==> src/hdl/les_pkg.sv <==
// LED effect sequencer: shared types, constants and codes.
// No dependencies; imported by every module of the block.
package les_pkg;

  localparam int NUM_LEDS      = 7;
  localparam int LED_W         = (NUM_LEDS > 1) ? $clog2(NUM_LEDS) : 1;
  localparam int DONE_W        = $clog2(NUM_LEDS + 1);
  localparam int FINISH_QUORUM = 5;
  localparam int ITER_W        = 9;

  typedef enum logic [1:0] {
    REQ_TICK     = 2'd0,
    REQ_SET_PROG = 2'd1,
    REQ_SET_ALL  = 2'd2
  } req_t;

  typedef enum logic [2:0] {
    PRG_OFF     = 3'd0,
    PRG_NOMINAL = 3'd1,
    PRG_MAX     = 3'd2,
    PRG_BRAKE   = 3'd3,
    PRG_RAMP    = 3'd4,
    PRG_FLASH   = 3'd5,
    PRG_MARK    = 3'd6
  } prog_t;

  localparam logic [1:0] PH_START = 2'd0;
  localparam logic [1:0] PH_RISE  = 2'd1;
  localparam logic [1:0] PH_FALL  = 2'd2;

  typedef enum logic [2:0] {
    CFG_MAX_LEVEL  = 3'd0,
    CFG_MIN_LEVEL  = 3'd1,
    CFG_SLOW_FLOOR = 3'd2,
    CFG_BRAKE      = 3'd3,
    CFG_MARK       = 3'd4,
    CFG_THRESHOLD  = 3'd5
  } cfg_idx_t;

  typedef enum logic [1:0] {
    S_IDLE = 2'd0,
    S_RUN  = 2'd1,
    S_EMIT = 2'd2
  } state_t;

  typedef struct packed {
    logic [2:0]        prog;
    logic [7:0]        level;
    logic [1:0]        phase;
    logic [7:0]        speed;
    logic [7:0]        step;
    logic [ITER_W-1:0] iteration;
    logic [7:0]        nominal;
  } slot_t;

  // slot after reset: program off, step one, all else zero (field order)
  localparam slot_t SLOT_RESET = {PRG_OFF, 8'd0, PH_START, 8'd0, 8'd1,
                                  ITER_W'(0), 8'd0};

  typedef struct packed {
    logic [7:0] max_level;
    logic [7:0] min_level;
    logic [7:0] slow_floor_level;
    logic [7:0] brake_level;
    logic [7:0] mark_level;
    logic [9:0] on_threshold;
  } cfg_t;

endpackage

==> src/hdl/les_slot_file.sv <==
// Per-LED program slots held in flip-flops, one write port, one read port.
// Depends on les_pkg.
module les_slot_file
  import les_pkg::*;
(
  input  logic             clk,
  input  logic             rst_n,
  input  logic [LED_W-1:0] rd_idx,
  output slot_t            rd_slot,
  input  logic             wr_en,
  input  logic [LED_W-1:0] wr_idx,
  input  slot_t            wr_slot
);

  slot_t slots_r [NUM_LEDS];

  always_ff @(posedge clk) begin
    if (!rst_n) begin
      for (int i = 0; i < NUM_LEDS; i++) begin
        slots_r[i] <= SLOT_RESET;
      end
    end else if (wr_en) begin
      for (int i = 0; i < NUM_LEDS; i++) begin
        if (wr_idx == LED_W'(i)) slots_r[i] <= wr_slot;
      end
    end
  end

  always_comb begin
    rd_slot = '0;
    for (int i = 0; i < NUM_LEDS; i++) begin
      if (rd_idx == LED_W'(i)) rd_slot = slots_r[i];
    end
  end

endmodule

==> src/hdl/les_update.sv <==
// Shared program unit: advances one LED slot by one tick.
// Depends on les_pkg.
module les_update
  import les_pkg::*;
(
  input  cfg_t  cfg,
  input  slot_t slot_in,
  output slot_t slot_out,
  output logic  finished
);

  logic [ITER_W-1:0] it_add;
  logic [ITER_W-1:0] it_one;
  logic [7:0]        lvl_up;
  logic [7:0]        lvl_dn;
  logic [7:0]        lvl_tmp;
  logic [7:0]        floor_lvl;
  logic              add_over;
  logic              one_over;

  assign it_add    = slot_in.iteration + ITER_W'(slot_in.step);
  assign it_one    = slot_in.iteration + ITER_W'(1);
  assign add_over  = it_add > ITER_W'(slot_in.speed);
  assign one_over  = it_one > ITER_W'(slot_in.speed);
  assign lvl_up    = (slot_in.level == 8'hFF) ? slot_in.level : slot_in.level + 8'd1;
  assign lvl_dn    = (slot_in.level == 8'h00) ? slot_in.level : slot_in.level - 8'd1;
  assign floor_lvl = (slot_in.nominal == cfg.max_level) ? cfg.min_level
                                                        : cfg.slow_floor_level;

  always_comb begin
    slot_out = slot_in;
    finished = 1'b1;
    lvl_tmp  = slot_in.level;
    case (slot_in.prog)
      PRG_OFF, PRG_NOMINAL, PRG_MAX: begin
        // settle: fixed level, sequencing fields cleared
        case (slot_in.prog)
          PRG_NOMINAL: slot_out.level = slot_in.nominal;
          PRG_MAX:     slot_out.level = cfg.max_level;
          default:     slot_out.level = 8'd0;
        endcase
        slot_out.speed     = '0;
        slot_out.phase     = PH_START;
        slot_out.iteration = '0;
      end
      PRG_BRAKE: slot_out.level = cfg.brake_level;
      PRG_MARK:  slot_out.level = cfg.mark_level;
      PRG_RAMP: begin
        case (slot_in.phase)
          PH_START: begin
            slot_out.iteration = '0;
            slot_out.phase     = PH_RISE;
            finished           = 1'b0;
          end
          PH_RISE: begin
            slot_out.iteration = add_over ? '0 : it_add;
            lvl_tmp            = add_over ? lvl_up : slot_in.level;
            slot_out.level     = lvl_tmp;
            if (lvl_tmp > cfg.max_level) begin
              slot_out.level     = cfg.max_level;
              slot_out.phase     = PH_FALL;
              slot_out.iteration = '0;
            end
          end
          PH_FALL: begin
            slot_out.iteration = add_over ? '0 : it_add;
            lvl_tmp            = add_over ? lvl_dn : slot_in.level;
            slot_out.level     = lvl_tmp;
            if (lvl_tmp <= floor_lvl) begin
              slot_out.level     = floor_lvl;
              slot_out.phase     = PH_RISE;
              slot_out.iteration = '0;
            end
          end
          default: begin
            slot_out.phase = PH_START;
            finished       = 1'b0;
          end
        endcase
      end
      PRG_FLASH: begin
        case (slot_in.phase)
          PH_START: begin
            slot_out.iteration = '0;
            slot_out.phase     = PH_RISE;
            finished           = 1'b0;
          end
          PH_RISE: begin
            slot_out.iteration = one_over ? '0 : it_one;
            if (one_over) begin
              slot_out.level = (slot_in.level == cfg.max_level) ? 8'd0 : cfg.max_level;
            end
          end
          default: begin
            slot_out.phase = PH_START;
            finished       = 1'b0;
          end
        endcase
      end
      // unassigned program code: slot untouched, not finished
      default: finished = 1'b0;
    endcase
  end

endmodule

==> src/hdl/led_effect_sequencer_core.sv <==
// LED effect sequencer top level: sequencer, config registers, result stage.
// Depends on les_pkg, les_slot_file and les_update.
//
// Usage:
//   Input items are taken when start is high and busy is low. A set item
//   (program only or whole slot) is written in that same edge; busy stays
//   low, so a set item can follow in every cycle and gives no result.
//   A tick item raises busy for an update pass followed by a read-back
//   pass. The update pass runs each LED's program through the one shared
//   update unit, one slot per cycle, counting finished programs; the
//   read-back pass then reads the slots back in LED order. Results appear
//   on the out_ ports one per cycle with out_strobe, registered from the
//   read-back pass; out_last marks the final one.
//   The finished count is only known after the last slot, which is why the
//   read-back pass follows the update pass. The next item is taken only
//   after busy drops at the end of the read-back pass, so ticks never
//   overlap: the single slot port and update unit serve both passes.
//   The receiver cannot stall; each result is shown for exactly one cycle.
//   Config writes (cfg_we, cfg_index, cfg_wdata) take effect at once;
//   unknown indexes are ignored. Synchronous reset restores register
//   defaults and all slots (program off, step one, everything else zero).
module led_effect_sequencer_core
  import les_pkg::*;
(
  input  logic       clk,
  input  logic       rst_n,
  // item channel
  input  logic       start,
  output logic       busy,
  input  logic [1:0] in_req_type,
  input  logic [2:0] in_led_index,
  input  logic [2:0] in_program_req,
  input  logic [7:0] in_level,
  input  logic [1:0] in_phase,
  input  logic [7:0] in_speed,
  input  logic [7:0] in_step_size,
  input  logic [7:0] in_nominal,
  // result channel
  output logic       out_strobe,
  output logic [2:0] out_led_number,
  output logic [9:0] out_duty,
  output logic       out_digital_on,
  output logic       out_all_finished,
  output logic       out_last,
  // config port
  input  logic       cfg_we,
  input  logic [2:0] cfg_index,
  input  logic [9:0] cfg_wdata
);

  state_t            state_r, state_nxt;
  logic [LED_W-1:0]  cnt_r, cnt_nxt;
  logic [DONE_W-1:0] done_r, done_nxt;
  cfg_t              cfg_r;

  logic              accept;
  logic              cnt_last;
  logic              set_ok;

  logic [LED_W-1:0]  slot_idx;
  slot_t             rd_slot;
  slot_t             upd_slot;
  slot_t             wr_slot;
  logic              wr_en;
  logic              upd_fin;

  // result stage
  logic              strobe_r, strobe_nxt;
  logic [2:0]        num_r;
  logic [9:0]        duty_r;
  logic              on_r;
  logic              allfin_r;
  logic              last_r;
  logic [9:0]        duty_rd;

  assign busy     = (state_r != S_IDLE);
  assign accept   = start && !busy;
  assign cnt_last = (cnt_r == LED_W'(NUM_LEDS - 1));
  // set items to a slot past the last LED are dropped
  assign set_ok   = (4'(in_led_index) < 4'(NUM_LEDS));

  // ---------------------------------------------------------------- config
  always_ff @(posedge clk) begin
    if (!rst_n) begin
      cfg_r.max_level        <= 8'd254;
      cfg_r.min_level        <= 8'd0;
      cfg_r.slow_floor_level <= 8'd64;
      cfg_r.brake_level      <= 8'd255;
      cfg_r.mark_level       <= 8'd32;
      cfg_r.on_threshold     <= 10'd511;
    end else if (cfg_we) begin
      case (cfg_index)
        CFG_MAX_LEVEL:  cfg_r.max_level        <= cfg_wdata[7:0];
        CFG_MIN_LEVEL:  cfg_r.min_level        <= cfg_wdata[7:0];
        CFG_SLOW_FLOOR: cfg_r.slow_floor_level <= cfg_wdata[7:0];
        CFG_BRAKE:      cfg_r.brake_level      <= cfg_wdata[7:0];
        CFG_MARK:       cfg_r.mark_level       <= cfg_wdata[7:0];
        CFG_THRESHOLD:  cfg_r.on_threshold     <= cfg_wdata;
        default: ;
      endcase
    end
  end

  // ---------------------------------------------------------------- slots
  // idle: port addressed by the set item; busy: by the LED counter
  assign slot_idx = busy ? cnt_r : LED_W'(in_led_index);

  les_slot_file u_slots (
    .clk     (clk),
    .rst_n   (rst_n),
    .rd_idx  (slot_idx),
    .rd_slot (rd_slot),
    .wr_en   (wr_en),
    .wr_idx  (slot_idx),
    .wr_slot (wr_slot)
  );

  les_update u_update (
    .cfg      (cfg_r),
    .slot_in  (rd_slot),
    .slot_out (upd_slot),
    .finished (upd_fin)
  );

  // ---------------------------------------------------------------- sequencer
  always_ff @(posedge clk) begin
    if (!rst_n) begin
      state_r  <= S_IDLE;
      cnt_r    <= '0;
      done_r   <= '0;
      strobe_r <= 1'b0;
    end else begin
      state_r  <= state_nxt;
      cnt_r    <= cnt_nxt;
      done_r   <= done_nxt;
      strobe_r <= strobe_nxt;
    end
  end

  always_comb begin
    state_nxt  = state_r;
    cnt_nxt    = cnt_r;
    done_nxt   = done_r;
    strobe_nxt = 1'b0;
    wr_en      = 1'b0;
    wr_slot    = upd_slot;
    case (state_r)
      S_IDLE: begin
        if (accept) begin
          case (in_req_type)
            REQ_TICK: begin
              state_nxt = S_RUN;
              cnt_nxt   = '0;
              done_nxt  = '0;
            end
            REQ_SET_PROG: begin
              wr_en        = set_ok;
              wr_slot      = rd_slot;
              wr_slot.prog = in_program_req;
            end
            REQ_SET_ALL: begin
              // iteration counter is kept across a full set
              wr_en           = set_ok;
              wr_slot         = rd_slot;
              wr_slot.prog    = in_program_req;
              wr_slot.level   = in_level;
              wr_slot.phase   = in_phase;
              wr_slot.speed   = in_speed;
              wr_slot.step    = in_step_size;
              wr_slot.nominal = in_nominal;
            end
            default: ;
          endcase
        end
      end
      S_RUN: begin
        wr_en    = 1'b1;
        done_nxt = done_r + DONE_W'(upd_fin);
        if (cnt_last) begin
          state_nxt = S_EMIT;
          cnt_nxt   = '0;
        end else begin
          cnt_nxt = cnt_r + LED_W'(1);
        end
      end
      S_EMIT: begin
        strobe_nxt = 1'b1;
        if (cnt_last) begin
          state_nxt = S_IDLE;
          cnt_nxt   = '0;
        end else begin
          cnt_nxt = cnt_r + LED_W'(1);
        end
      end
      default: state_nxt = S_IDLE;
    endcase
  end

  // ---------------------------------------------------------------- results
  assign duty_rd = {rd_slot.level, 2'b00};

  always_ff @(posedge clk) begin
    num_r    <= 3'(cnt_r);
    duty_r   <= duty_rd;
    on_r     <= duty_rd > cfg_r.on_threshold;
    allfin_r <= done_r >= DONE_W'(FINISH_QUORUM);
    last_r   <= cnt_last;
  end

  assign out_strobe       = strobe_r;
  assign out_led_number   = num_r;
  assign out_duty         = duty_r;
  assign out_digital_on   = on_r;
  assign out_all_finished = allfin_r;
  assign out_last         = strobe_r && last_r;

`ifndef SYNTH
  a_strobe_from_emit: assert property (@(posedge clk) disable iff (!rst_n)
    out_strobe |-> $past(state_r == S_EMIT))
    else $error("result strobe without read-back pass");

  a_tick_starts_run: assert property (@(posedge clk) disable iff (!rst_n)
    (accept && in_req_type == REQ_TICK) |=> (state_r == S_RUN && cnt_r == '0))
    else $error("tick item did not start the update pass");

  a_cnt_in_range: assert property (@(posedge clk) disable iff (!rst_n)
    busy |-> (cnt_r <= LED_W'(NUM_LEDS - 1)))
    else $error("LED counter out of range");

  a_last_ends_tick: assert property (@(posedge clk) disable iff (!rst_n)
    out_last |-> (state_r == S_IDLE && $past(state_r == S_EMIT)))
    else $error("last result while sequencer still busy");
`endif

endmodule

==> config.mk <==
export PLATFORM = sky130hd
export DESIGN_NAME = led_effect_sequencer_core
export DESIGN_NICKNAME = d
export VERILOG_FILES = /design/src/hdl/les_pkg.sv /design/src/hdl/les_slot_file.sv /design/src/hdl/les_update.sv /design/src/hdl/led_effect_sequencer_core.sv
export SDC_FILE = /design/constraint.sdc
export NUM_CORES = 1
export LEC_CHECK = 0
export BUFFER_PORTS_ARGS = -buffer_cell sky130_fd_sc_hd__buf_4
export CAP_MARGIN = 20
export CORE_MARGIN = 10
export CORE_UTILIZATION = 65
export CTS_CLUSTER_DIAMETER = 120
export DETAILED_ROUTE_END_ITERATION = 8
export PLACE_DENSITY = 0.87
export SLEW_MARGIN = 20
export SYNTH_ARGS = -nofsm -noshare
export SYNTH_HDL_FRONTEND = slang
export SYNTH_HIERARCHICAL = 1
export SYNTH_SLANG_ARGS = --single-unit
==> constraint.sdc <==
create_clock -name clk -period 13.1 [get_ports clk]
set_input_delay 1.31 -clock clk [delete_from_list [all_inputs] [get_ports clk]]
set_output_delay 1.31 -clock clk [all_outputs]
set_load 0.01 [all_outputs]
==> metrics.md <==
| Metric | Value |
|---|---|
| Post-route ant nets | `0` |
| Worst Path Max Fanout | `47` |
| Worst-Margin Slew | `1.11 ns` |
| Tot GR Track Use | `0.303` |
| Final setup violation count | `0` |
| R2r worst-path depth | `34` |
| Area growth, synth to finish | `8.01%` |
| Dpl cells | `2561` |
| Die area | `42100 sq um` |
| Hold depth | `0` |
| Final core utilization | `0.714` |
| Fin nets | `2282` |
| Fmax | `99.4 MHz` |
| Clock Skew | `0.0186 ns` |
| Fill count | `2306` |
| Status | `finished clean` |
| Cell Rows | `67` |
| Dpl cell area | `22800 sq um` |
| RSZ-0062 raised after global routing | `no` |
| P_leak | `8.91 nW` |
| Final WL | `65.4 mm` |
| DRC | `0` |
| Non-filler cells, final | `2635` |
| PwrDens | `248 nW/um^2` |
| Synthesized area | `22300 sq um` |
| Post-CTS Setup Bufs | `0` |
| Mean number of vias per cell | `6.87` |
| Initial DRC count | `2598` |
| CTS max path bufs | `3` |
| Final Hold Vio Count | `0` |
| Hold buffers post-CTS | `0` |
| Final Instance Area | `24100 sq um` |
| Register-to-Register Setup Slack | `3.04 ns` |
| Asr flop ratio synth | `0` |
| Ports | `77` |
| Share of cells above drive strength 1 | `0.140` |
| Synth top cells by count | `nor2_1, edfxtp_1, nand2_1` |
| CP Capture Type | `flop` |
| Worst hold endpoint | `out_led_number[2]` |
| Syn Inst Count | `2171` |
| IO buf count | `74` |
| Pin count of the biggest net entering global routing | `94` |
| Startpoint types | `flop` |
| Setup_tns | `0 ns` |
| Top-count cell post-synth | `nor2_1` |
| Initial Util | `0.661` |
| Post-synth top area share | `0.434` |
| Worst hold start | `cnt_r[2]` |
| Worst slack at placement | `3.05 ns` |
| Die Wd | `205 microns` |
| Slowest stage delay, CP | `0.95 ns` |
| Vias in the first global route | `17900` |
| Worst Slack Setup Final | `3.04 ns` |
| Yosys Warn Count | `6` |
| Post-CTS Resized | `0` |
| Sequential area share after synthesis | `0.499` |
| Tcrit/Tclk final | `0.768` |
| Hold Path Class | `flop to flop` |
| Die Y | `205 microns` |
| Clock Root Buffer | `clkbuf_16` |
| CTS Buf Count | `41` |
| Post-synthesis area per instance | `10.3 sq um` |
| GRT Residual Overflow | `0` |
| Number of flops mapped to enable cells by yosys | `322` |
| Maximum ir drop on the vdd rail | `197 uV` |
| Initial antenna violation count | `0` |
| Routed via count | `18100` |
| CP Class | `flop to flop` |
| Dpl hpwl | `40.1 mm` |
| Clk slew on worst S/H paths | `0.06 ns` |
| R2R Path Start | `state_r[0]` |
| WP data required | `13.34 ns` |
| R2R Path End | `u_slots/slots_r[4][40]` |
| Critical path's slowest cell | `nor2b_4` |
| Synth Flop Type | `edfxtp_1` |
| Ant. Diodes | `0` |
| First-pass GRT wire length | `100 mm` |
| Area of the multi-input gates | `9940 sq um` |
| CTS Sinks | `395` |
| Worst Path Arrival | `10.30 ns` |
| Max capacitance violation total | `0` |
| Dominant cell type by area after synthesis | `edfxtp_1` |
| Placer Congestion | `1.00` |
| Slew headroom | `0.262` |
| Flops & latches, synth | `395` |
| Period minus WS final | `10.06 ns` |
| Fin. max-slew vios | `0` |
| Flip-flop and latch area | `11100 sq um` |
| Clk_lat worst skew | `0.54 ns` |
| Htree depth | `2` |
| Synth cell types | `98` |
| DR WL/cell | `24.8 microns` |
| CTS tree | `built` |
| Top cells by area in the synthesized netlist | `edfxtp_1, dfxtp_1, nor2_1, ha_1, mux2i_1` |
| Pre-Repair DR Iteration Count | `6` |
| Core ar. | `33700 sq um` |
[layer usage]
| metal | vias to the layer above | share of wire | GRT usage |
|---|---|---|---|
| met5 | - | 0 | 0 |
| met3 | 228 | 0.13 | 0.0573 |
| met4 | 0 | 0.045 | 0.144 |
| li1 | 7847 | - | - |
| met2 | 1429 | 0.46 | 0.480 |
| met1 | 8597 | 0.37 | 0.395 |
[where the power goes]
part | switching [mW] | leakage [nW] | internal, mW
registers | 0.0533 | 3.91 | 1.54
clock network | 0.476 | 0.582 | 0.610
logic | 2.18 | 4.42 | 1.11
total | 2.71 | 8.91 | 3.26
[cell families after synthesis]
family                     share of synthesized area
adders and majority gates                     0.0380
muxes                                         0.0631
DFF                                            0.499
buffers and inverters                         0.0582
and+or+nand+nor                                0.171
xor gates and xnor gates                      0.0126
AOI/OAI and AO/OA                              0.157
other                                       0.000168
[stage by stage]
step,hold slack [ns],power [mW]
2_1_floorplan,0.357,3.96
3_3_place_gp,0.381,4.69
3_5_place_dp,0.398,4.76
4_1_cts,0.411,5.86
5_1_grt,0.420,6.25
6_report,0.409,5.97
[critical path: cells and delay by family, from the launching register on]
family | cells | cell delay, ns
adders and majority gates | 4 | 1.38
and+or+nand+nor | 11 | 3.04
buffers and inverters | 2 | 0.55
DFF | 1 | 0.33
xor gates and xnor gates | 1 | 0.18
AOI/OAI and AO/OA | 15 | 3.60
muxes | 1 | 0.63
[state kept, by name (all words and copies together) (netlist names), 2 cells and up]
signal           count
u_slots/slots_r    322
out_led_number       3
done_r               3
cfg_r               50
out_duty             8
state_r              2
cnt_r                3
[worst max path at each step]
stage                          from                endpoint  slack, ns
floorplan           in_led_index[1]  u_slots/slots_r[0][40]       5.25
global placement    in_led_index[0]  u_slots/slots_r[5][40]       3.35
detailed placement  in_led_index[0]  u_slots/slots_r[4][40]       3.05
CTS                      state_r[0]  u_slots/slots_r[4][40]       3.31
global route             state_r[0]  u_slots/slots_r[4][40]       2.59
finish                   state_r[0]  u_slots/slots_r[4][40]       3.04
[layout make-up]
| cell class | instances | share of cell area |
|---|---|---|
| clock buffers | 54 | 0.0455 |
| multi-input cells | 1510 | 0.413 |
| flip-flops and latches | 395 | 0.462 |
| inverters | 94 | 0.0147 |
| clock inverters | 20 | 0.00572 |
| repair buffers | 114 | 0.0356 |
| well taps | 448 | 0.0233 |
[placed cells by master, fill, tap and decap left out, types with 13 or more instances in the layout]
cell type / instances
nor2_1: 354
edfxtp_1: 322
nand2_1: 193
buf_4: 114
inv_1: 93
o21ai_0: 86
mux2i_1: 82
a21oi_1: 79
dfxtp_1: 73
ha_1: 66
mux2_2: 50
nand2b_1: 48
o2bb2ai_1: 47
o32ai_1: 46
a221oi_1: 46
a22oi_1: 44
clkbuf_16: 42
nand3_1: 41
nor2b_1: 34
nor2_4: 29
xnor2_1: 28
nand4_1: 21
o221ai_1: 17
o211ai_1: 15
a21boi_0: 13
(Power assumes the default switching activity.)
